===== config.mk =====
export PLATFORM = sky130hd
export DESIGN_NAME = guid_text_parser_flat
export DESIGN_NICKNAME = d
export VERILOG_FILES = /design/src/rtl/gtp_pkg.sv /design/src/rtl/gtp_char_if.sv /design/src/rtl/gtp_guid_if.sv /design/src/rtl/gtp_in_reg.sv /design/src/rtl/gtp_form_track.sv /design/src/rtl/guid_text_parser.sv /design/src/flat_wrapper.sv
export SDC_FILE = /design/constraint.sdc
export NUM_CORES = 1
export LEC_CHECK = 0
export BUFFER_PORTS_ARGS = -buffer_cell sky130_fd_sc_hd__buf_2
export CELL_PAD_IN_SITES_DETAIL_PLACEMENT = 0
export CELL_PAD_IN_SITES_GLOBAL_PLACEMENT = 1
export CORE_MARGIN = 5
export CORE_UTILIZATION = 38
export DETAILED_ROUTE_END_ITERATION = 10
export GPL_ROUTABILITY_DRIVEN = 0
export GPL_TIMING_DRIVEN = 0
export PLACE_DENSITY_LB_ADDON = 0.1
export SETUP_SLACK_MARGIN = 0.3
export SYNTH_ARGS = -nofsm -noshare
export SYNTH_HDL_FRONTEND = slang
export SYNTH_SLANG_ARGS = --single-unit

===== constraint.sdc =====
create_clock -name clk_i -period 12.45 [get_ports clk_i]
set_input_delay 0.6225 -clock clk_i [delete_from_list [all_inputs] [get_ports clk_i]]
set_output_delay 0.6225 -clock clk_i [all_outputs]
set_load 0.01 [all_outputs]

===== src/rtl/gtp_pkg.sv =====
// gtp_pkg: shared constants, types and the hex decode function for the GUID text parser
// no dependencies
package gtp_pkg;

  localparam int unsigned CharW  = 16;
  localparam int unsigned HalfW  = 64;
  localparam int unsigned GuidW  = 2 * HalfW;
  localparam int unsigned PosW   = 6;
  localparam int unsigned DigitW = 4;

  localparam logic [PosW-1:0] PosMax = {PosW{1'b1}};

  // total lengths of the three accepted forms
  localparam logic [PosW-1:0] LenPlain  = PosW'(32);
  localparam logic [PosW-1:0] LenDashed = PosW'(36);
  localparam logic [PosW-1:0] LenBraced = PosW'(38);

  // separator positions, dashed form
  localparam logic [PosW-1:0] DashPos0 = PosW'(8);
  localparam logic [PosW-1:0] DashPos1 = PosW'(13);
  localparam logic [PosW-1:0] DashPos2 = PosW'(18);
  localparam logic [PosW-1:0] DashPos3 = PosW'(23);
  // braced form is shifted by one
  localparam logic [PosW-1:0] BraceOpenPos  = PosW'(0);
  localparam logic [PosW-1:0] BraceClosePos = PosW'(37);

  localparam logic [CharW-1:0] CharDash       = 16'h002D;
  localparam logic [CharW-1:0] CharBraceOpen  = 16'h007B;
  localparam logic [CharW-1:0] CharBraceClose = 16'h007D;

  typedef struct packed {
    logic              is_hex;
    logic [DigitW-1:0] value;
  } hex_digit_t;

  typedef struct packed {
    logic [HalfW-1:0] guid_high;
    logic [HalfW-1:0] guid_low;
  } guid_t;

  function automatic hex_digit_t hex_decode(input logic [CharW-1:0] c);
    hex_digit_t r;
    r.is_hex = 1'b0;
    r.value  = '0;
    if (c >= 16'h0030 && c <= 16'h0039) begin
      r.is_hex = 1'b1;
      r.value  = DigitW'(c - 16'h0030);
    end else if (c >= 16'h0041 && c <= 16'h0046) begin
      r.is_hex = 1'b1;
      r.value  = DigitW'(c - 16'h0041 + 16'd10);
    end else if (c >= 16'h0061 && c <= 16'h0066) begin
      r.is_hex = 1'b1;
      r.value  = DigitW'(c - 16'h0061 + 16'd10);
    end
    return r;
  endfunction

endpackage


===== src/rtl/gtp_char_if.sv =====
// gtp_char_if: valid/ready channel carrying one text character
// depends on gtp_pkg
interface gtp_char_if;
  logic                       valid;
  logic                       ready;
  logic [gtp_pkg::CharW-1:0]  character;
  logic                       final_char;

  modport source (output valid, output character, output final_char, input ready);
  modport sink   (input valid, input character, input final_char, output ready);
endinterface


===== src/rtl/gtp_guid_if.sv =====
// gtp_guid_if: valid/ready channel carrying one parsed 128-bit GUID
// depends on gtp_pkg
interface gtp_guid_if;
  logic                       valid;
  logic                       ready;
  logic [gtp_pkg::HalfW-1:0]  guid_high;
  logic [gtp_pkg::HalfW-1:0]  guid_low;

  modport source (output valid, output guid_high, output guid_low, input ready);
  modport sink   (input valid, input guid_high, input guid_low, output ready);
endinterface


===== src/rtl/gtp_in_reg.sv =====
// gtp_in_reg: input register stage holding one accepted character
// depends on gtp_pkg
module gtp_in_reg (
  input  logic                      clk_i,
  input  logic                      rst_ni,
  input  logic                      in_valid_i,
  output logic                      in_ready_o,
  input  logic [gtp_pkg::CharW-1:0] in_char_i,
  input  logic                      in_last_i,
  input  logic                      pop_i,
  output logic                      valid_o,
  output logic [gtp_pkg::CharW-1:0] char_o,
  output logic                      last_o
);

  logic                      valid_q, valid_d;
  logic [gtp_pkg::CharW-1:0] char_q;
  logic                      last_q;
  logic                      load;

  // take a new character when empty or when the held one leaves this cycle
  assign in_ready_o = !valid_q || pop_i;
  assign load       = in_valid_i && in_ready_o;

  always_comb begin
    valid_d = valid_q;
    if (load) begin
      valid_d = 1'b1;
    end else if (pop_i) begin
      valid_d = 1'b0;
    end
  end

  always_ff @(posedge clk_i or negedge rst_ni) begin
    if (!rst_ni) begin
      valid_q <= 1'b0;
    end else begin
      valid_q <= valid_d;
    end
  end

  always_ff @(posedge clk_i) begin
    if (load) begin
      char_q <= in_char_i;
      last_q <= in_last_i;
    end
  end

  assign valid_o = valid_q;
  assign char_o  = char_q;
  assign last_o  = last_q;

endmodule


===== src/rtl/gtp_form_track.sv =====
// gtp_form_track: position counter, digit shift register and form checks
// depends on gtp_pkg
module gtp_form_track (
  input  logic                      clk_i,
  input  logic                      rst_ni,
  input  logic                      step_i,
  input  logic [gtp_pkg::CharW-1:0] char_i,
  input  logic                      last_i,
  output gtp_pkg::guid_t            result_o
);

  logic [gtp_pkg::PosW-1:0]  pos_q, pos_d;
  logic [gtp_pkg::GuidW-1:0] acc_q, acc_d;
  logic plain_ok_q, plain_ok_d;
  logic dashed_ok_q, dashed_ok_d;
  logic braced_ok_q, braced_ok_d;

  gtp_pkg::hex_digit_t       dig;
  logic                      is_dash;
  logic                      dash_slot, brace_dash_slot;
  logic [gtp_pkg::PosW-1:0]  pos_nx;
  logic [gtp_pkg::GuidW-1:0] acc_nx;
  logic plain_nx, dashed_nx, braced_nx;
  logic ok;

  assign dig     = gtp_pkg::hex_decode(char_i);
  assign is_dash = (char_i == gtp_pkg::CharDash);

  assign dash_slot = (pos_q == gtp_pkg::DashPos0) || (pos_q == gtp_pkg::DashPos1) ||
                     (pos_q == gtp_pkg::DashPos2) || (pos_q == gtp_pkg::DashPos3);
  assign brace_dash_slot = (pos_q == gtp_pkg::DashPos0 + 1'b1) ||
                           (pos_q == gtp_pkg::DashPos1 + 1'b1) ||
                           (pos_q == gtp_pkg::DashPos2 + 1'b1) ||
                           (pos_q == gtp_pkg::DashPos3 + 1'b1);

  always_comb begin
    plain_nx = plain_ok_q;
    if (pos_q >= gtp_pkg::LenPlain || !dig.is_hex) begin
      plain_nx = 1'b0;
    end

    dashed_nx = dashed_ok_q;
    if (pos_q >= gtp_pkg::LenDashed) begin
      dashed_nx = 1'b0;
    end else if (dash_slot) begin
      if (!is_dash) dashed_nx = 1'b0;
    end else if (!dig.is_hex) begin
      dashed_nx = 1'b0;
    end

    braced_nx = braced_ok_q;
    if (pos_q >= gtp_pkg::LenBraced) begin
      braced_nx = 1'b0;
    end else if (pos_q == gtp_pkg::BraceOpenPos) begin
      if (char_i != gtp_pkg::CharBraceOpen) braced_nx = 1'b0;
    end else if (pos_q == gtp_pkg::BraceClosePos) begin
      if (char_i != gtp_pkg::CharBraceClose) braced_nx = 1'b0;
    end else if (brace_dash_slot) begin
      if (!is_dash) braced_nx = 1'b0;
    end else if (!dig.is_hex) begin
      braced_nx = 1'b0;
    end

    // shift in one hex digit, most significant first
    acc_nx = acc_q;
    if (dig.is_hex) begin
      acc_nx = {acc_q[gtp_pkg::GuidW-gtp_pkg::DigitW-1:0], dig.value};
    end

    // saturating position count
    pos_nx = (pos_q == gtp_pkg::PosMax) ? pos_q : pos_q + 1'b1;
  end

  assign ok = ((pos_nx == gtp_pkg::LenPlain)  && plain_nx)  ||
              ((pos_nx == gtp_pkg::LenDashed) && dashed_nx) ||
              ((pos_nx == gtp_pkg::LenBraced) && braced_nx);

  assign result_o.guid_high = ok ? acc_nx[gtp_pkg::GuidW-1:gtp_pkg::HalfW] : '0;
  assign result_o.guid_low  = ok ? acc_nx[gtp_pkg::HalfW-1:0] : '0;

  always_comb begin
    pos_d       = pos_q;
    acc_d       = acc_q;
    plain_ok_d  = plain_ok_q;
    dashed_ok_d = dashed_ok_q;
    braced_ok_d = braced_ok_q;
    if (step_i) begin
      if (last_i) begin
        // end of string: back to the start state
        pos_d       = '0;
        acc_d       = '0;
        plain_ok_d  = 1'b1;
        dashed_ok_d = 1'b1;
        braced_ok_d = 1'b1;
      end else begin
        pos_d       = pos_nx;
        acc_d       = acc_nx;
        plain_ok_d  = plain_nx;
        dashed_ok_d = dashed_nx;
        braced_ok_d = braced_nx;
      end
    end
  end

  always_ff @(posedge clk_i or negedge rst_ni) begin
    if (!rst_ni) begin
      pos_q       <= '0;
      acc_q       <= '0;
      plain_ok_q  <= 1'b1;
      dashed_ok_q <= 1'b1;
      braced_ok_q <= 1'b1;
    end else begin
      pos_q       <= pos_d;
      acc_q       <= acc_d;
      plain_ok_q  <= plain_ok_d;
      dashed_ok_q <= dashed_ok_d;
      braced_ok_q <= braced_ok_d;
    end
  end

endmodule


===== src/rtl/guid_text_parser.sv =====
// guid_text_parser: top level, input register, form tracker and result register
// depends on gtp_pkg, gtp_char_if, gtp_guid_if, gtp_in_reg, gtp_form_track
//
//  channel  | dir | payload                    | transfer
//  ---------+-----+----------------------------+------------------------------
//  in_i     | in  | character[16], final_char  | one character of the text
//  out_o    | out | guid_high[64], guid_low[64]| one value per final character
//
// one character per cycle sustained while no final character waits on the output;
// a character passes the input register, and the final one's result is registered in
// the result register as it leaves, raising out_o.valid. reset clears the position
// and digit register and sets the form flags. a stalled output only holds the final
// character in the input register; other characters keep flowing while a result waits.
module guid_text_parser (
  input  logic       clk_i,
  input  logic       rst_ni,
  gtp_char_if.sink   in_i,
  gtp_guid_if.source out_o
);

  logic                      s1_valid;
  logic [gtp_pkg::CharW-1:0] s1_char;
  logic                      s1_last;
  logic                      s1_pop;
  logic                      out_free;
  gtp_pkg::guid_t            result;

  logic                      out_valid_q, out_valid_d;
  gtp_pkg::guid_t            out_q;

  assign out_free = !out_valid_q || out_o.ready;
  // a final character needs room in the result register
  assign s1_pop   = s1_valid && (!s1_last || out_free);

  gtp_in_reg u_in_reg (
    .clk_i      (clk_i),
    .rst_ni     (rst_ni),
    .in_valid_i (in_i.valid),
    .in_ready_o (in_i.ready),
    .in_char_i  (in_i.character),
    .in_last_i  (in_i.final_char),
    .pop_i      (s1_pop),
    .valid_o    (s1_valid),
    .char_o     (s1_char),
    .last_o     (s1_last)
  );

  gtp_form_track u_form_track (
    .clk_i    (clk_i),
    .rst_ni   (rst_ni),
    .step_i   (s1_pop),
    .char_i   (s1_char),
    .last_i   (s1_last),
    .result_o (result)
  );

  always_comb begin
    out_valid_d = out_valid_q;
    if (s1_pop && s1_last) begin
      out_valid_d = 1'b1;
    end else if (out_o.ready) begin
      out_valid_d = 1'b0;
    end
  end

  always_ff @(posedge clk_i or negedge rst_ni) begin
    if (!rst_ni) begin
      out_valid_q <= 1'b0;
    end else begin
      out_valid_q <= out_valid_d;
    end
  end

  always_ff @(posedge clk_i) begin
    if (s1_pop && s1_last) begin
      out_q <= result;
    end
  end

  assign out_o.valid     = out_valid_q;
  assign out_o.guid_high = out_q.guid_high;
  assign out_o.guid_low  = out_q.guid_low;

endmodule


===== src/flat_wrapper.sv =====
// flat-port wrapper written by rule: the top's interface ports become plain ports
module guid_text_parser_flat 
  (clk_i, rst_ni, in_i_valid, in_i_character, in_i_final_char, in_i_ready, out_o_valid, out_o_guid_high, out_o_guid_low, out_o_ready);
  gtp_char_if in_i_i ();
  gtp_guid_if out_o_i ();
  input  logic clk_i;
  input  logic rst_ni;
  input wire logic [$bits(in_i_i.valid)-1:0] in_i_valid;
  input wire logic [$bits(in_i_i.character)-1:0] in_i_character;
  input wire logic [$bits(in_i_i.final_char)-1:0] in_i_final_char;
  output wire logic [$bits(in_i_i.ready)-1:0] in_i_ready;
  output wire logic [$bits(out_o_i.valid)-1:0] out_o_valid;
  output wire logic [$bits(out_o_i.guid_high)-1:0] out_o_guid_high;
  output wire logic [$bits(out_o_i.guid_low)-1:0] out_o_guid_low;
  input wire logic [$bits(out_o_i.ready)-1:0] out_o_ready;
  assign in_i_i.valid = in_i_valid;
  assign in_i_i.character = in_i_character;
  assign in_i_i.final_char = in_i_final_char;
  assign in_i_ready = in_i_i.ready;
  assign out_o_valid = out_o_i.valid;
  assign out_o_guid_high = out_o_i.guid_high;
  assign out_o_guid_low = out_o_i.guid_low;
  assign out_o_i.ready = out_o_ready;
  guid_text_parser u_core (.clk_i(clk_i), .rst_ni(rst_ni), .in_i(in_i_i), .out_o(out_o_i));
endmodule

Yosys cells after proc, flatten, opt, wreduce, memory -nomap -nowiden
Index checks and enable logic that the tools add are counted.
Word-level totals
  bits in writable memories: 0
  memory bits (read-only): 0
  memories: 0
  flip-flop bits (word level): 284
  logic and storage cells: 97
  bits in latches: 0
  bits of input ports: 21
Cells by class
  equal/unequal tests: 16
  reductions and logical operators: 28
  shift-type cells: 0
  divide/modulo/power cells: 0
  mux-type cells: 27
  $lt $le $gt $ge: 9
  bitwise operators: 0
  multipliers: 0
  add/sub/neg operators: 6
Operators with widths (number)
  $mux W128: 2
  $ge A16 B7 Y1 const B: 2
  $le A16 B7 Y1 const B: 2
  $ne A16 B7 Y1 const B: 2
  $eq A6 B6 Y1 const B: 5
  $eq A6 B4 Y1 const B: 4
  $eq A6 B5 Y1 const B: 4
  $mux W1: 20
  $ge A6 B6 Y1 const B: 3
  $eq A16 B6 Y1 const B: 1
  $ge A16 B6 Y1 const B: 1
  $le A16 B6 Y1 const B: 1
  $mux W5: 3
  $logic_or A1 B1 Y1: 12
  $mux W6: 2
  $sub A4 B1 Y4 const B: 3
  $logic_and A1 B1 Y1: 9
  $add A4 B4 Y4 const B: 2
  $add A6 B1 Y6 const B: 1
  $logic_not A6 Y1: 1
  $logic_not A1 Y1: 4
  $reduce_bool A2 Y1: 2

Logic depth before layout (Yosys ltp)
  word-level depth: 12
  gate-level depth with buffers: 12
  mapped depth without buffers: 9

By module
A second synthesis with hierarchy kept.
Second synthesis, totals
  cell total of the unflattened synthesis: 1051
  area total of the unflattened synthesis: 13899.6 um2
By module, submodules not included
  gtp_form_track: cells an instance 896, area each 9427.8 um2, instances 1
  guid_text_parser: cells an instance 134, area each 3907.5 um2, instances 1
  gtp_in_reg: cells an instance 21, area each 564.3 um2, instances 1

Worst setup path before layout
Ideal clock, no wire load.
  path type: input-to-reg
  start: input out_o_ready
  end: register u_core.out_q (netlist bit u_core.out_o.guid_high[0]), enable pin
  stages on the path: 3
  path buffers: 0
  arrival time: 6.282 ns
  library setup time: 0.620 ns
  setup slack: 5.547 ns
  required time: 11.830 ns
  cell sequence: or3_1 nand2_1 nor2_1
On the way
  cells in the longest elaborated chain, start to end: 4
RTL lines
  start: declaration: RTL line flat_wrapper.sv:15  | input wire logic [$bits(out_o_i.ready)-1:0] out_o_ready;
  $logic_or A1 B1 Y1: RTL line guid_text_parser.sv:31  | assign out_free = !out_valid_q || out_o.ready;
  $logic_or A1 B1 Y1: RTL line guid_text_parser.sv:33  | assign s1_pop = s1_valid && (!s1_last || out_free);
  $logic_and A1 B1 Y1: RTL line guid_text_parser.sv:33
  $logic_and A1 B1 Y1: RTL line guid_text_parser.sv:75  | if (s1_pop && s1_last) begin
  end signal: assignment: RTL line guid_text_parser.sv:76  | out_q <= result;
  end: declaration: RTL line guid_text_parser.sv:29  | gtp_pkg::guid_t out_q;
No other way between the ends.
A chain may end at the register's enable or synchronous reset.

Worst setup path in the final report
  start: register u_core.u_in_reg.char_q (netlist bit u_core.u_in_reg.char_o[0])
  end: register u_core.out_q (netlist bit u_core.out_o.guid_high[55]), data pin
On the way
  cells in the longest elaborated chain, start to end: 12
  elaborated cells on any way between the ends: 36
RTL lines
  start: declaration: RTL line gtp_in_reg.sv:17  | logic [gtp_pkg::CharW-1:0] char_q;
  start signal: assignment: RTL line gtp_in_reg.sv:44  | char_q <= in_char_i;
  $ge A16 B7 Y1 / $le A16 B7 Y1 (equally long branches): RTL line gtp_pkg.sv:51  | end else if (c >= 16'h0061 && c <= 16'h0066) begin
  $logic_and A1 B1 Y1: RTL line gtp_pkg.sv:51
  $mux W5: RTL line gtp_pkg.sv:51
  $mux W5: RTL line gtp_pkg.sv:48  | end else if (c >= 16'h0041 && c <= 16'h0046) begin
  $mux W5: RTL line gtp_pkg.sv:45  | if (c >= 16'h0030 && c <= 16'h0039) begin
  $mux W1: RTL line gtp_form_track.sv:60  | end else if (!dig.is_hex) begin
  $mux W1: RTL line gtp_form_track.sv:58  | end else if (brace_dash_slot) begin
  $mux W1: RTL line gtp_form_track.sv:56  | end else if (pos_q == gtp_pkg::BraceClosePos) begin
  $mux W1: RTL line gtp_form_track.sv:54  | end else if (pos_q == gtp_pkg::BraceOpenPos) begin
  $mux W1: RTL line gtp_form_track.sv:52  | if (pos_q >= gtp_pkg::LenBraced) begin
  $logic_and A1 B1 Y1: RTL line gtp_form_track.sv:76  | ((pos_nx == gtp_pkg::LenBraced) && braced_nx);
  $logic_or A1 B1 Y1: RTL line gtp_form_track.sv:75  | ((pos_nx == gtp_pkg::LenDashed) && dashed_nx) ||
Several ways; a longest one is shown, not always the timed one.

==> flow_metrics.tcl <==
set metrics [dict create \
    outcome "finished clean" \
    max_clock_freq_mhz 319 \
    maxSlewHeadroom_pct 47.2 \
    detail_route.iter0.violations 630 \
    post_drt_wl_per_cell_um 18.2 \
    gr-total-overflow 0 \
    antennaDiodeCount 0 \
    clk_pin_slew_worst_paths_ps 60 \
    cp_data_arrival_time_ps 3500 \
    layout_common_cells "nand2_1, buf_2, edfxtp_1" \
    synth_warnings 0 \
    areaGrowthSynthToFinish_pct 19.3 \
    grt_pass1_vias 9996 \
    coreArea_um2 34600 \
    post-dp-hpwl_um 23600 \
    number_of_antenna_violations_at_the_first_check_in_global_routing 0 \
    final_net_count 1503 \
    clk_latency_ps 520 \
    fillers 3366 \
    final_cell_area_um2 16000 \
    sum_neg_setup_slack_ps 0 \
    die_w_um 198 \
    gr-usage-all-layers_pct 18.2 \
    firstDrtPassIters 5 \
    floorplan.rows 68 \
    placement_cell_area_um2 14800 \
    cts_tree "built" \
    synth-compound-area-share_pct 22.4 \
    synth.cell_area_um2 13400 \
    synth-seq-cells 284 \
    avgViaCountPerCell 5.07 \
    grt_first_pass_wirelength_um 57200 \
    transition_time_at_the_pin_with_the_least_slew_margin_ps 791 \
    antenna_violating_nets_post_route 0 \
    synth_xor_xnor_area_share_pct 0.262 \
    synthFlopType "edfxtp_1" \
    slew_viol_final 0 \
    critical_path.max_fanout 10 \
    layout.cells.most_common "nand2_1" \
    detailroute.via_count 9910 \
    hp-class "input pin to async pin" \
    synth_cell_types 56 \
    async_flop_share_pct 48.9 \
    remaining_drc_errors 0 \
    synth.area.mux_share_pct 0.534 \
    finalCriticalPeriod_ps 3140 \
    drt_wl_total_um 35600 \
    cap_viol_max_count 0 \
    cts.repair_timing.setup_buffer_count 0 \
    power.density_cell_area_nw_per_um2 166 \
    grt_start_max_net_pins 90 \
    worst_setup_path_start_kind "flop" \
    clockRootBuffer "clkbuf_16" \
    synth_top_family_by_area "compound AO/OA/AOI/OAI gates" \
    synth_cells 1283 \
    cts.repair.resized 0 \
    end_kind "flop" \
    clock_sinks 284 \
    synthesis.nets 1312 \
    cts_max_path_buffers 3 \
    ir_drop_uv 99.8 \
    floorplan.die.height_um 198 \
    setup.worst_path.class "flop to flop" \
    finalCoreUtilization_pct 46.1 \
    leakage_nw 6.09 \
    start_util_pct 38.6 \
    period_share_pct 25.2 \
    yosys.area_share.simple_pct 13.2 \
    post_synth_fa_ha_maj_area_fraction_pct 0.749 \
    cts-htree-levels 2 \
    post_route_cells_drive_above_1_share_pct 25.7 \
    synth_area_per_cell_um2 10.4 \
    seq_area_frac_synth_pct 58.6 \
    top_level_ports 151 \
    tritoncts.num_buffers 34 \
    place.port_buffers 150 \
    synth-edff-count 145 \
    cts_hold_repair.buffers 0 \
    clock-skew-final_ps 9.39 \
    finalHoldViolCount 0 \
    worst_ep_required_time_ps 12810 \
    grt_setup_unrepaired "false" \
    timing.final.setup_violations 0 \
    die_area_um2 39000 \
]
routing by layer:
| layer | vias up | GRT usage (%) | wire length, um |
|---|---|---|---|
| met5 | - | 0 | 0 |
| met2 | 223 | 28.3 | 15900 |
| met4 | 0 | 4.54 | 700 |
| met1 | 4769 | 26.5 | 17100 |
| met3 | 48 | 3.31 | 1930 |
| li1 | 4870 | - | - |
power by group:
group | switching (mW) | internal, mW | leakage (nW) | total, mW
sequential | 0.132 | 1.13 | 3.23 | 1.26
clock | 0.399 | 0.607 | 0.557 | 1.01
combinational | 0.224 | 0.160 | 2.31 | 0.384
area by class of cell:
cell class                 instances  area (um^2)  share of cell area, %
timing repair buffer             155          868                   5.44
sequential                       284         7840                   49.1
tap                              455          569                   3.57
multi-input combinational        895         4980                   31.2
inverter                          11         41.3                  0.259
clock buffer                      46         1000                   6.27
buffer                            93          517                   3.24
clock inverter                    16          141                  0.886
cell families (layout without fill, tap and decap cells):
logic type               Yosys count  after routing
multiplexers                       7              7
flip-flops                       284            284
adder cells (fa/ha/maj)            8              8
buffers and inverters            104            321
AND/OR/NAND/NOR                  448            448
XOR/XNOR                           4              4
AO/OA/AOI/OAI                    428            428
critical path: stages (launching register included):
cell and delay, ps:
edfxtp_1 420, buf_2 200, inv_1 100, ha_1 180, o21bai_1 110, a211oi_2 360
a41oi_1 170, nor2_1 240, buf_2 400, clkbuf_1 480, nand2_1 130, a21oi_2 200
synthesized netlist by cell type, drive strengths merged, types with 5 or more instances:
master | number | area [um^2]
clkbuf | 44 | 165
edfxtp | 145 | 4350
dfrtp | 136 | 3400
inv | 11 | 41.3
mux2i | 6 | 60.1
ha | 8 | 100
nand2b | 5 | 38.8
nand2 | 393 | 1480
o21ai | 138 | 691
a21oi | 136 | 1130
buf | 49 | 352
a21boi | 122 | 916
nand3 | 6 | 30.0
nor2 | 24 | 92.6
path summary, 6_finish.rpt:
kind | from | end | slack [ps] | cells after the start
worst max-delay path | u_core.u_in_reg.char_o[0] | u_core.out_o.guid_high[55] | 9310 | 11
worst min-delay path | rst_ni | u_core.u_form_track.acc_q[114] | 10 | 1
worst max register to register | u_core.u_in_reg.char_o[0] | u_core.out_o.guid_high[55] | 9310 | 11
worst min register to register | u_core.u_form_track.acc_q[125] | u_core.u_form_track.acc_q[125] | 480 | 2
max in group asynchronous | rst_ni | u_core.u_form_track.acc_q[56] | 11590 | 2
min in group clk_i | in_i_character[15] | u_core.u_in_reg.char_o[15] | 280 | 1
through the flow:
stage	hold slack, ps	power, mW	setup slack, ps	instances
after global placement	465	1.66	2520	1888
after floorplan	327	1.54	5550	1283
after CTS	21.0	2.69	9250	1955
final	13.3	2.65	9310	1955
after global routing	38.5	2.80	9020	1955
after detailed placement	471	1.66	9280	1893
sequential cells by signal, indices dropped and copies added, names as in the netlist, 6 cells and up:
register                   count
u_core.u_form_track.pos_q      6
u_core.out_o.guid_high        64
u_core.u_form_track.acc_q    128
u_core.out_o.guid_low         64
u_core.u_in_reg.char_o        16
No activity file was read; power rests on OpenSTA's default activity.
